==> src/hdl/h2r_pkg.sv <==
package h2r_pkg;

   // hue geometry in tenths of a degree
   localparam int HUE_TURN   = 3600;
   localparam int HUE_SECTOR = 600;
   localparam int HUE_W      = 12;
   localparam int TDIST_W    = 10;
   localparam int FRAC_IN_W  = 9;

   // floor(x / 75) for x below 28728 as (x * RECIP_MULT) >> RECIP_SHIFT
   localparam int RECIP_SHIFT = 21;
   localparam int RECIP_MULT  = 27963;
   localparam int QUOT_IN_W   = 15;
   localparam int CHAN_W      = 8;

   // six hue sectors, edges belong to the higher one
   typedef enum logic [2:0] {
      SECTOR_RED     = 3'd0,
      SECTOR_YELLOW  = 3'd1,
      SECTOR_GREEN   = 3'd2,
      SECTOR_CYAN    = 3'd3,
      SECTOR_BLUE    = 3'd4,
      SECTOR_MAGENTA = 3'd5
   } h2r_sector_type;

   // register loads of a two-stage section
   typedef struct packed {
      logic load_a;
      logic load_b;
   } h2r_load_type;

endpackage

==> src/hdl/h2r_hue.sv <==
module h2r_hue (
   input  logic                                clock,
   input  logic                                load,
   input  logic [h2r_pkg::HUE_W-1:0]           hue_tenths,
   input  logic [h2r_pkg::FRAC_IN_W-1:0]       sat_clamped,
   input  logic [h2r_pkg::FRAC_IN_W-1:0]       bright_clamped,
   output h2r_pkg::h2r_sector_type             sector_ff,
   output logic [h2r_pkg::TDIST_W-1:0]         tdist_ff,
   output logic [h2r_pkg::FRAC_IN_W-1:0]       sat_ff,
   output logic [h2r_pkg::FRAC_IN_W-1:0]       bright_ff
);

   logic [h2r_pkg::HUE_W-1:0]   hue_wrap;
   logic [h2r_pkg::HUE_W-1:0]   sector_base;
   logic [h2r_pkg::HUE_W-1:0]   rem_full;
   logic [h2r_pkg::TDIST_W-1:0] rem;
   logic                        sector_odd;
   h2r_pkg::h2r_sector_type     sector_in;
   logic [h2r_pkg::TDIST_W-1:0] tdist_in;

   // one wrap is enough for a 12-bit hue
   assign hue_wrap = (hue_tenths >= h2r_pkg::HUE_W'(h2r_pkg::HUE_TURN)) ?
                     hue_tenths - h2r_pkg::HUE_W'(h2r_pkg::HUE_TURN) : hue_tenths;

   // sector search over the sector edges, highest edge first
   always_comb begin
      priority if (hue_wrap >= h2r_pkg::HUE_W'(5 * h2r_pkg::HUE_SECTOR)) begin
         sector_in   = h2r_pkg::SECTOR_MAGENTA;
         sector_base = h2r_pkg::HUE_W'(5 * h2r_pkg::HUE_SECTOR);
      end else if (hue_wrap >= h2r_pkg::HUE_W'(4 * h2r_pkg::HUE_SECTOR)) begin
         sector_in   = h2r_pkg::SECTOR_BLUE;
         sector_base = h2r_pkg::HUE_W'(4 * h2r_pkg::HUE_SECTOR);
      end else if (hue_wrap >= h2r_pkg::HUE_W'(3 * h2r_pkg::HUE_SECTOR)) begin
         sector_in   = h2r_pkg::SECTOR_CYAN;
         sector_base = h2r_pkg::HUE_W'(3 * h2r_pkg::HUE_SECTOR);
      end else if (hue_wrap >= h2r_pkg::HUE_W'(2 * h2r_pkg::HUE_SECTOR)) begin
         sector_in   = h2r_pkg::SECTOR_GREEN;
         sector_base = h2r_pkg::HUE_W'(2 * h2r_pkg::HUE_SECTOR);
      end else if (hue_wrap >= h2r_pkg::HUE_W'(h2r_pkg::HUE_SECTOR)) begin
         sector_in   = h2r_pkg::SECTOR_YELLOW;
         sector_base = h2r_pkg::HUE_W'(h2r_pkg::HUE_SECTOR);
      end else begin
         sector_in   = h2r_pkg::SECTOR_RED;
         sector_base = '0;
      end
   end

   // distance into the sector, mirrored in odd sectors
   assign rem_full   = hue_wrap - sector_base;
   assign rem        = rem_full[h2r_pkg::TDIST_W-1:0];
   assign sector_odd = (sector_in == h2r_pkg::SECTOR_YELLOW) ||
                       (sector_in == h2r_pkg::SECTOR_CYAN) ||
                       (sector_in == h2r_pkg::SECTOR_MAGENTA);
   assign tdist_in   = sector_odd ? h2r_pkg::TDIST_W'(h2r_pkg::HUE_SECTOR) - rem : rem;

   always_ff @(posedge clock) begin
      if (load) begin
         sector_ff <= sector_in;
         tdist_ff  <= tdist_in;
         sat_ff    <= sat_clamped;
         bright_ff <= bright_clamped;
      end
   end

endmodule

==> src/hdl/h2r_mix.sv <==
module h2r_mix #(
   parameter int FRAC_BITS = 8
) (
   input  logic                                  clock,
   input  h2r_pkg::h2r_load_type                 load,
   input  h2r_pkg::h2r_sector_type               sector,
   input  logic [h2r_pkg::TDIST_W-1:0]           tdist,
   input  logic [h2r_pkg::FRAC_IN_W-1:0]         sat,
   input  logic [h2r_pkg::FRAC_IN_W-1:0]         bright,
   output logic [FRAC_BITS+h2r_pkg::FRAC_IN_W+9:0] num_r_ff,
   output logic [FRAC_BITS+h2r_pkg::FRAC_IN_W+9:0] num_g_ff,
   output logic [FRAC_BITS+h2r_pkg::FRAC_IN_W+9:0] num_b_ff
);

   // weights are at most 600 * ONE, numerators value times weight
   localparam int WW  = FRAC_BITS + 10;
   localparam int NW  = WW + h2r_pkg::FRAC_IN_W;
   localparam int PW  = h2r_pkg::FRAC_IN_W + h2r_pkg::TDIST_W;
   localparam logic [WW-1:0] W_FULL = WW'(h2r_pkg::HUE_SECTOR) << FRAC_BITS;

   logic [h2r_pkg::TDIST_W-1:0] tgap;
   logic [PW-1:0]               prod_x;
   logic [PW-1:0]               prod_all;
   logic [WW-1:0]               w_x;
   logic [WW-1:0]               w_zero;
   logic [WW-1:0]               w_r_in;
   logic [WW-1:0]               w_g_in;
   logic [WW-1:0]               w_b_in;
   logic [WW-1:0]               w_r_ff;
   logic [WW-1:0]               w_g_ff;
   logic [WW-1:0]               w_b_ff;
   logic [h2r_pkg::FRAC_IN_W-1:0] bright_ff;
   logic [NW-1:0]               num_r_in;
   logic [NW-1:0]               num_g_in;
   logic [NW-1:0]               num_b_in;

   // channel weight: full sector weight minus the saturation share removed
   assign tgap     = h2r_pkg::TDIST_W'(h2r_pkg::HUE_SECTOR) - tdist;
   assign prod_x   = PW'(sat) * PW'(tgap);
   assign prod_all = PW'(sat) * PW'(h2r_pkg::HUE_SECTOR);
   // sat never exceeds ONE, so both products fit the weight width
   assign w_x      = W_FULL - WW'(prod_x);
   assign w_zero   = W_FULL - WW'(prod_all);

   // sector routing of chroma, second component and zero
   always_comb begin
      unique case (sector)
         h2r_pkg::SECTOR_RED: begin
            w_r_in = W_FULL; w_g_in = w_x;    w_b_in = w_zero;
         end
         h2r_pkg::SECTOR_YELLOW: begin
            w_r_in = w_x;    w_g_in = W_FULL; w_b_in = w_zero;
         end
         h2r_pkg::SECTOR_GREEN: begin
            w_r_in = w_zero; w_g_in = W_FULL; w_b_in = w_x;
         end
         h2r_pkg::SECTOR_CYAN: begin
            w_r_in = w_zero; w_g_in = w_x;    w_b_in = W_FULL;
         end
         h2r_pkg::SECTOR_BLUE: begin
            w_r_in = w_x;    w_g_in = w_zero; w_b_in = W_FULL;
         end
         default: begin
            w_r_in = W_FULL; w_g_in = w_zero; w_b_in = w_x;
         end
      endcase
   end

   always_ff @(posedge clock) begin
      if (load.load_a) begin
         w_r_ff    <= w_r_in;
         w_g_ff    <= w_g_in;
         w_b_ff    <= w_b_in;
         bright_ff <= bright;
      end
   end

   // value times weight, one multiplier per channel
   assign num_r_in = NW'(bright_ff) * NW'(w_r_ff);
   assign num_g_in = NW'(bright_ff) * NW'(w_g_ff);
   assign num_b_in = NW'(bright_ff) * NW'(w_b_ff);

   always_ff @(posedge clock) begin
      if (load.load_b) begin
         num_r_ff <= num_r_in;
         num_g_ff <= num_g_in;
         num_b_ff <= num_b_in;
      end
   end

endmodule

==> src/hdl/h2r_scale.sv <==
module h2r_scale #(
   parameter int FRAC_BITS = 8
) (
   input  logic                                    clock,
   input  h2r_pkg::h2r_load_type                   load,
   input  logic [FRAC_BITS+h2r_pkg::FRAC_IN_W+9:0] num,
   output logic [h2r_pkg::CHAN_W-1:0]              chan_ff
);

   // channel = floor(255 * num / (600 * ONE^2)) = floor(floor(255 * num / (8 * ONE^2)) / 75)
   localparam int NW = FRAC_BITS + h2r_pkg::FRAC_IN_W + 10;
   localparam int SW = NW + 8;
   localparam int QW = 2 * h2r_pkg::QUOT_IN_W;

   logic [SW-1:0]                    scaled;
   logic [SW-1:0]                    shifted;
   logic [h2r_pkg::QUOT_IN_W-1:0]    quot_in;
   logic [h2r_pkg::QUOT_IN_W-1:0]    quot_ff;
   logic [QW-1:0]                    recip_prod;

   // times 255 by shift and subtract, then drop the power-of-two part
   assign scaled  = {num, 8'd0} - SW'(num);
   assign shifted = scaled >> (2 * FRAC_BITS + 3);
   assign quot_in = shifted[h2r_pkg::QUOT_IN_W-1:0];

   always_ff @(posedge clock) begin
      if (load.load_a) begin
         quot_ff <= quot_in;
      end
   end

   // divide by 75 through the reciprocal, exact since the quotient stays below 19200
   assign recip_prod = QW'(quot_ff) * QW'(h2r_pkg::RECIP_MULT);

   always_ff @(posedge clock) begin
      if (load.load_b) begin
         chan_ff <= recip_prod[h2r_pkg::RECIP_SHIFT +: h2r_pkg::CHAN_W];
      end
   end

endmodule

==> src/hdl/hsv_to_rgb565_converter.sv <==
// HSV to RGB565 converter. One color per transfer on req_: hue in tenths of a degree
// (3600 and up wraps once), saturation and value as fractions where 2^SV_FRAC_BITS is
// 1.0 (larger values clamp to 1.0). Each transfer on rsp_ carries the 8-bit channels,
// floor of fraction times 255, and the RGB565 word built from their top bits. The
// pipeline has five register stages (sector, weight select, value multiply, scale by
// 255, reciprocal divide by 75), and one color is taken every clock while rsp_tready
// stays high. Stages that hold no item let input keep flowing while a result waits at
// the output.
module hsv_to_rgb565_converter #(
   parameter int SV_FRAC_BITS = 8
) (
   input  logic        clock,
   input  logic        reset,
   input  logic        req_tvalid,
   output logic        req_tready,
   // hue_tenths [11:0], saturation [20:12], brightness [29:21], zero [31:30]
   input  logic [31:0] req_tdata,
   output logic        rsp_tvalid,
   input  logic        rsp_tready,
   // red8 [7:0], green8 [15:8], blue8 [23:16], packed565 [39:24]
   output logic [39:0] rsp_tdata
);

   localparam int STAGES = 5;
   localparam int NW     = SV_FRAC_BITS + h2r_pkg::FRAC_IN_W + 10;
   localparam int ONE    = 1 << SV_FRAC_BITS;

   logic [STAGES-1:0]              valid_ff;
   logic [STAGES-1:0]              valid_in;
   logic [STAGES-1:0]              load;
   logic [h2r_pkg::HUE_W-1:0]      hue_tenths;
   logic [h2r_pkg::FRAC_IN_W-1:0]  saturation;
   logic [h2r_pkg::FRAC_IN_W-1:0]  brightness;
   logic [h2r_pkg::FRAC_IN_W-1:0]  sat_clamped;
   logic [h2r_pkg::FRAC_IN_W-1:0]  bright_clamped;
   h2r_pkg::h2r_sector_type        sector;
   logic [h2r_pkg::TDIST_W-1:0]    tdist;
   logic [h2r_pkg::FRAC_IN_W-1:0]  sat_s1;
   logic [h2r_pkg::FRAC_IN_W-1:0]  bright_s1;
   logic [NW-1:0]                  num_r;
   logic [NW-1:0]                  num_g;
   logic [NW-1:0]                  num_b;
   h2r_pkg::h2r_load_type          mix_load;
   h2r_pkg::h2r_load_type          scale_load;
   logic [h2r_pkg::CHAN_W-1:0]     red8;
   logic [h2r_pkg::CHAN_W-1:0]     green8;
   logic [h2r_pkg::CHAN_W-1:0]     blue8;

   // input unpack and clamp to 1.0
   assign hue_tenths     = req_tdata[11:0];
   assign saturation     = req_tdata[20:12];
   assign brightness     = req_tdata[29:21];
   assign sat_clamped    = (32'(saturation) > ONE) ? h2r_pkg::FRAC_IN_W'(ONE) : saturation;
   assign bright_clamped = (32'(brightness) > ONE) ? h2r_pkg::FRAC_IN_W'(ONE) : brightness;

   // a stage loads when empty or when the next one moves
   always_comb begin
      load[STAGES-1] = !valid_ff[STAGES-1] || rsp_tready;
      for (int i = STAGES - 2; i >= 0; i--) begin
         load[i] = !valid_ff[i] || load[i+1];
      end
      valid_in[0] = load[0] ? req_tvalid : valid_ff[0];
      for (int i = 1; i < STAGES; i++) begin
         valid_in[i] = load[i] ? valid_ff[i-1] : valid_ff[i];
      end
   end

   always_ff @(posedge clock) begin
      if (reset) begin
         valid_ff <= '0;
      end else begin
         valid_ff <= valid_in;
      end
   end

   assign req_tready        = load[0];
   assign mix_load.load_a   = load[1];
   assign mix_load.load_b   = load[2];
   assign scale_load.load_a = load[3];
   assign scale_load.load_b = load[4];

   h2r_hue u_hue (
      .clock          (clock),
      .load           (load[0]),
      .hue_tenths     (hue_tenths),
      .sat_clamped    (sat_clamped),
      .bright_clamped (bright_clamped),
      .sector_ff      (sector),
      .tdist_ff       (tdist),
      .sat_ff         (sat_s1),
      .bright_ff      (bright_s1)
   );

   h2r_mix #(
      .FRAC_BITS (SV_FRAC_BITS)
   ) u_mix (
      .clock    (clock),
      .load     (mix_load),
      .sector   (sector),
      .tdist    (tdist),
      .sat      (sat_s1),
      .bright   (bright_s1),
      .num_r_ff (num_r),
      .num_g_ff (num_g),
      .num_b_ff (num_b)
   );

   h2r_scale #(
      .FRAC_BITS (SV_FRAC_BITS)
   ) u_scale_r (
      .clock   (clock),
      .load    (scale_load),
      .num     (num_r),
      .chan_ff (red8)
   );

   h2r_scale #(
      .FRAC_BITS (SV_FRAC_BITS)
   ) u_scale_g (
      .clock   (clock),
      .load    (scale_load),
      .num     (num_g),
      .chan_ff (green8)
   );

   h2r_scale #(
      .FRAC_BITS (SV_FRAC_BITS)
   ) u_scale_b (
      .clock   (clock),
      .load    (scale_load),
      .num     (num_b),
      .chan_ff (blue8)
   );

   // result pack
   assign rsp_tvalid = valid_ff[STAGES-1];
   assign rsp_tdata  = {red8[7:3], green8[7:2], blue8[7:3], blue8, green8, red8};

   // full pipeline behind a stalled output takes no new transfer
   assert property (@(posedge clock) disable iff (reset)
      (rsp_tvalid && !rsp_tready && (&valid_ff[STAGES-2:0])) |-> !req_tready)
      else $error("input taken while pipeline is full and stalled");

   // an accepted transfer occupies the first stage
   assert property (@(posedge clock) disable iff (reset)
      (req_tvalid && req_tready) |=> valid_ff[0])
      else $error("accepted transfer lost at first stage");

   // an occupied multiply stage that cannot move keeps its item
   assert property (@(posedge clock) disable iff (reset)
      (valid_ff[2] && !load[3]) |=> valid_ff[2])
      else $error("stalled item dropped from multiply stage");

   // rgb565 word agrees with the 8-bit channels
   assert property (@(posedge clock) disable iff (reset)
      rsp_tvalid |-> (rsp_tdata[39:35] == rsp_tdata[7:3] &&
                      rsp_tdata[34:29] == rsp_tdata[15:10] &&
                      rsp_tdata[28:24] == rsp_tdata[23:19]))
      else $error("packed word does not match channels");

endmodule
==> config.mk <==
export PLATFORM = sky130hd
export DESIGN_NAME = hsv_to_rgb565_converter
export DESIGN_NICKNAME = d
export VERILOG_FILES = /design/src/hdl/h2r_pkg.sv /design/src/hdl/h2r_hue.sv /design/src/hdl/h2r_mix.sv /design/src/hdl/h2r_scale.sv /design/src/hdl/hsv_to_rgb565_converter.sv
export SDC_FILE = /design/constraint.sdc
export NUM_CORES = 2
export LEC_CHECK = 0
export BUFFER_PORTS_ARGS = -buffer_cell sky130_fd_sc_hd__buf_2
export CORE_MARGIN = 1
export CORE_UTILIZATION = 61
export CTS_BUF_LIST = sky130_fd_sc_hd__clkbuf_4 sky130_fd_sc_hd__clkbuf_8
export DETAILED_ROUTE_END_ITERATION = 6
export PLACE_DENSITY = 0.88
export SLEW_MARGIN = 20
export SYNTH_ARGS = -nofsm -noshare
export SYNTH_HDL_FRONTEND = slang
export SYNTH_SLANG_ARGS = --single-unit
export TNS_END_PERCENT = 30
==> constraint.sdc <==
create_clock -name clock -period 5.65 [get_ports clock]
set_input_delay 0.565 -clock clock [delete_from_list [all_inputs] [get_ports clock]]
set_output_delay 0.565 -clock clock [all_outputs]
set_load 0.005 [all_outputs]
* Word level (Yosys, flattened, before mapping)
Index checks and enable logic that the tools add are counted.
** Word-level totals
- Input port bits :: 36
- Register bits :: 249
- Output and inout bits :: 42
- Logic and storage cells :: 88
** Cells by class
- Eq/ne operators :: 7
- Reduce and logical (&&, ||, !) cells :: 19
- Magnitude comparators :: 8
- Multiply operators :: 8
- Add/sub/neg operators :: 9
- Multiplexer cells :: 15
** Operators by type and width (number)
- 18-bit one-hot mux with 2 select lines :: 3
- 34-bit by 27-bit subtractor with 34-bit output :: 3
- 15-bit by 15-bit multiplier with 29-bit output (second input constant) :: 3
- 9-bit by 18-bit multiplier with 27-bit output :: 3
- 10-bit 2-to-1 mux :: 6
- 12-bit >= comparator (second input constant) :: 3
- 18-bit subtractor (first input constant) :: 2
- 12-bit by 11-bit >= comparator with 1-bit output (second input constant) :: 2
- 10-bit subtractor (first input constant) :: 2
- 9-bit greater-than comparator (second input constant) :: 2
- 9-bit by 10-bit multiplier with 18-bit output :: 1
- 9-bit by 7-bit multiplier with 15-bit output (second input constant) :: 1
- 12-bit by 10-bit >= comparator with 1-bit output (second input constant) :: 1
- 12-bit 2-to-1 mux :: 1
- 3-bit 2-to-1 mux :: 4
- 2-bit OR reduction :: 6
- 12-bit subtractor (second input constant) :: 1
- 10-bit subtractor :: 1
- 3-bit by 2-bit == test with 1-bit output (second input constant) :: 3
- 1-bit logical OR :: 7
- 3-bit by 1-bit == test with 1-bit output (second input constant) :: 2
- 3-bit == test (second input constant) :: 2
- 1-bit logical NOT :: 5
- 3-bit logical NOT :: 1
- 1-bit 2-to-1 mux :: 1

* Logic depth before layout (Yosys ltp)
- Depth after elaboration :: 12
- Gate-level depth with buffers :: 25
- Mapped depth without buffers :: 25

* Cells and area by module
Synthesis repeated with hierarchy kept, for this count alone.
** Unflattened totals
- Cells, all modules :: 4559
- Area total of the unflattened synthesis :: 44661.6 um^2
** By module, submodules not included
- h2r_mix :: seq. area each 4324.1 um^2, instances 1, cells each 2466, area each 23877.9 um^2
- h2r_scale (u_scale_b ...) :: seq. area each 690.7 um^2, instances 2, cells each 618, area each 6087.1 um^2
- h2r_scale (u_scale_r) :: seq. area each 690.7 um^2, instances 1, cells each 616, area each 6134.6 um^2
- h2r_hue :: seq. area each 930.9 um^2, instances 1, cells each 185, area each 2035.7 um^2
- hsv_to_rgb565_converter :: seq. area each 100.1 um^2, instances 1, cells each 56, area each 439.2 um^2

* Least setup slack after synthesis
OpenSTA, ideal clock, no wires.
- Path kind :: register -> register
- From :: register u_scale_r.quot_ff[8] (netlist bit)
- To :: register u_scale_r.chan_ff[7] (netlist bit) (data pin)
- Cell stages (with the launch flop) :: 20
- Path buffers :: 0
- Data required time :: 5390 ps
- Clock period less this slack :: 6039 ps
- Slack :: -389 ps
- Library setup time :: 260 ps
- Data arrival time :: 5779 ps
- Path through :: edfxtp_1 -> fa_1 -> inv_1 -> fa_1 -> fa_1 -> inv_1 -> fa_1 -> fa_1 -> fa_1 -> ha_1 -> a21o_1 -> a21o_1 -> a211oi_1 -> o211a_1 -> nor3_1 -> or2_2 -> o41a_1 -> a41oi_1 -> nor2b_1 -> xnor2_1
** On the way
- Cells in the longest elaborated chain, start to end :: 1
** RTL lines
- start, declared :: RTL line h2r_scale.sv:18 : logic [h2r_pkg::QUOT_IN_W-1:0] quot_ff;
- start signal, assigned :: RTL line h2r_scale.sv:28 : quot_ff <= quot_in;
- 15-bit by 15-bit multiplier with 29-bit output :: RTL line h2r_scale.sv:33 : assign recip_prod = QW'(quot_ff) * QW'(h2r_pkg::RECIP_MULT);
- via u_scale_r.recip_prod[28] :: RTL line h2r_scale.sv:19 : logic [QW-1:0] recip_prod;
- end signal, assigned :: RTL line h2r_scale.sv:37 : chan_ff <= recip_prod[h2r_pkg::RECIP_SHIFT +: h2r_pkg::CHAN_W];
- end, declared :: RTL line h2r_scale.sv:7 : output logic [h2r_pkg::CHAN_W-1:0] chan_ff
The timed path passes the listed nets, and every way through them passes these cells.
A chain may end at the register's enable or synchronous reset.

* Worst setup path after layout
Same ends and word-level chain as after synthesis.

==> impl_metrics.yaml <==
floorplan:
  rows: 96
  coreArea_um2: 68800
  io_pins: 78
  die_h_um: 266
  fp.dieArea_um2: 70700
  start_util: 0.618
  die_x_um: 266
clock_tree:
  htreeDepth: 2
  cts_made_buffers: 48
  clock_tree.root_cell: "clkbuf_8"
  ctsHoldBuffers: 0
  cts.sinks: 249
  insertion_delay_ps: 670
  cts_tree: "yes"
  clock_path_buffers: 3
  clkTransAtPathRegs_ps: 60
layout:
  n_fill_cell: 4650
  drive_above_1_share: 0.118
  utilization: 0.682
  regArea_um2: 7430
  n_antenna_cell: 0
  fin_area_um2: 47000
  final_cell_mix: "941 x inv_1, 664 x fa_1, 602 x ha_1"
  syn_to_final_growth_pct: 10.5
  mostFrequentLayoutCell: "inv_1"
  nNetsFinal: 5813
  multiInputGateArea_um2: 31700
logic_synthesis:
  syn_area_um2: 42500
  syn-num-nets: 5606
  synth-async-reset-ratio: 0
  synth_edf_count: 244
  netlist_instances: 4273
  synth_seq_cells: 249
  synth_area_per_cell_um2: 9.95
  dominantRegCellSynth: "edfxtp_1"
  yosysWarnings: 0
  ys_types: 90
  synth-seq-area-share: 0.175
timing:
  slew-limit-headroom: 0.300
  drv_slew: 0
  hold_violations: 0
  finClkSkew_ps: 57.2
  worst_slew_pin_slew_ps: 1050
  finalWorstPathRequiredPeriod_ps: 6140
  rsz0062_at_grt: "true"
  fin_crit_sh: 1.09
  worst_slack_ps: -494
  fmax_ghz: 0.163
  setup_viol: 21
  fin_hold_ws_ps: 177
critical_path:
  arrival_ps: 6510
  cp_max_fo: 3
  start_kind: "flop"
  worst-setup-path-type: "flop to flop"
  crit_chain: "buf_6 -> fa_1 -> inv_1 -> fa_1 -> inv_1 -> ha_4 -> inv_2 -> fa_2 -> inv_1 -> fa_1 -> fa_1 -> ha_4 -> a21o_1 -> a21o_1 -> a21o_1 -> a211oi_2 -> o211a_1 -> nor3_2 -> or2_4 -> o41a_1 -> a41oi_2 -> nor2b_4 -> xnor2_1"
  cp_slowest_cell: "fa_1"
  crit_path_max_incr_delay_ps: 600
  crit_top_cell: "fa_1"
  worst_setup_path_end_kind: "flop"
  required_ps: 6020
drt:
  drt_first_pass_iters: 7
  routed_wl_um: 97400
  viasPerCell: 5.64
  vias: 30700
  routedWlPerCell_um: 17.9
  drtAntennaViolNets: 0
  drc: 0
  drt_iter0_markers: 1909
placed_design:
  dpl.hpwl_um: 78400
  io_buffers: 75
  place_area_um2: 45100
  place_congestion: 0.972
worst_hold_path:
  hp-class: "primary input to flop"
status:
  violations: "negative setup slack"
  outcome: "finished, violations left"
grt:
  grt_max_degree: 82
  grt_first_pass_wirelength_um: 159000
  grt_pass1_vias: 33600
  grt_overflow_total: 0
  antenna_found_initial: 0
  grt_usage: 0.278
run:
  maxCapViolCount: 0
-- worst max-delay path, delay by kind of cell (launching register included) --
kind | cells | cell delay (ps)
adders and majority gates | 7 | 2870
xor gates and xnor gates | 1 | 80
buffers and inverters | 5 | 410
AOI/OAI and AO/OA | 7 | 1520
and+or+nand+nor | 3 | 500
DFF | 1 | 470
-- cells in the mapped netlist, types with 14 or more instances --
cell | n | area share
nand4_1 | 18 | 0.0026
and2_1 | 245 | 0.036
and3_1 | 17 | 0.0025
clkbuf_1 | 84 | 0.0074
edfxtp_1 | 244 | 0.17
o21ai_0 | 80 | 0.0094
inv_1 | 955 | 0.084
a31oi_1 | 14 | 0.0021
a21o_1 | 58 | 0.010
a21oi_1 | 100 | 0.012
nand2_1 | 392 | 0.035
buf_1 | 30 | 0.0026
a211oi_1 | 15 | 0.0026
nor2b_1 | 46 | 0.0068
o21a_1 | 20 | 0.0035
fa_1 | 675 | 0.32
o22ai_1 | 24 | 0.0035
nand3_1 | 33 | 0.0039
xnor2_1 | 137 | 0.028
nor3_1 | 50 | 0.0059
nand2b_1 | 25 | 0.0037
buf_4 | 16 | 0.0028
xor2_1 | 52 | 0.011
ha_1 | 622 | 0.18
nor2_1 | 124 | 0.011
or3_1 | 19 | 0.0028
-- per-layer routing --
| layer | track usage | routed length (um) | up-vias |
|---|---|---|---|
| met3 | 0.0359 | 5920 | 398 |
| li1 | - | - | 13900 |
| met4 | 0.133 | 5140 | 0 |
| met5 | 0 | 0 | - |
| met1 | 0.328 | 37100 | 15200 |
| met2 | 0.502 | 49300 | 1229 |
-- sequential cells by signal (all words and copies together) (netlist names) --
name	flops
u_hue.bright_ff	9
u_scale_b.quot_ff	15
u_mix.w_b_ff	18
u_mix.num_r_ff	27
valid_ff	5
u_scale_g.chan_ff	8
u_scale_b.chan_ff	8
u_mix.w_r_ff	18
u_scale_g.quot_ff	15
u_mix.bright_ff	9
u_hue.sat_ff	9
u_mix.num_g_ff	27
u_mix.num_b_ff	27
u_hue.tdist_ff	10
u_scale_r.quot_ff	15
u_scale_r.chan_ff	8
u_hue.sector_ff	3
u_mix.w_g_ff	18
-- kinds of logic after synthesis --
family          count (synthesis)  share of synthesized area
fa+ha+maj                    1297                      0.501
buf+inv                      1087                     0.0976
simple gates                 1010                      0.117
compound gates                436                     0.0688
flops                         249                      0.175
xor+xnor                      191                     0.0397
mux                             3                   0.000736
-- per-stage QoR --
step	setup TNS [ps]	worst slack, ps	std cells
after detailed placement	-6630	-513	5333
after floorplan	-650	-208	4273
final	-3060	-494	5446
after global routing	-8820	-699	5446
after CTS	-1550	-411	5434
after global placement	-2590	-322	5333
-- area by class of cell --
class                      instances  area share
multi-input combinational       2937       0.675
sequential                       249       0.158
inverter                         955      0.0763
timing repair buffer             289      0.0460
tap                              931      0.0248
clock buffer                      56      0.0153
clock inverter                    29     0.00389
-- final timing paths --
kind	cells after the start	slack [ps]	startpoint	end
min reg2reg	0	420	u_hue.bright_ff[8]	u_mix.bright_ff[8]
max	23	-490	u_scale_r.quot_ff[8]	u_scale_r.chan_ff[7]
min	2	180	reset	valid_ff[0]
max reg2reg	23	-490	u_scale_r.quot_ff[8]	u_scale_r.chan_ff[7]
-- what timing repair did --
action                                  in CTS  in global routing
endpoints found under the setup margin      39                 58
buffers inserted                            17                 12
gates resized for setup                     59                 95
pin swaps                                   37                 69
Power is left out: the tool's default activity adds up to more than one toggle a clock period on the data nets, which glitch-free logic cannot reach.
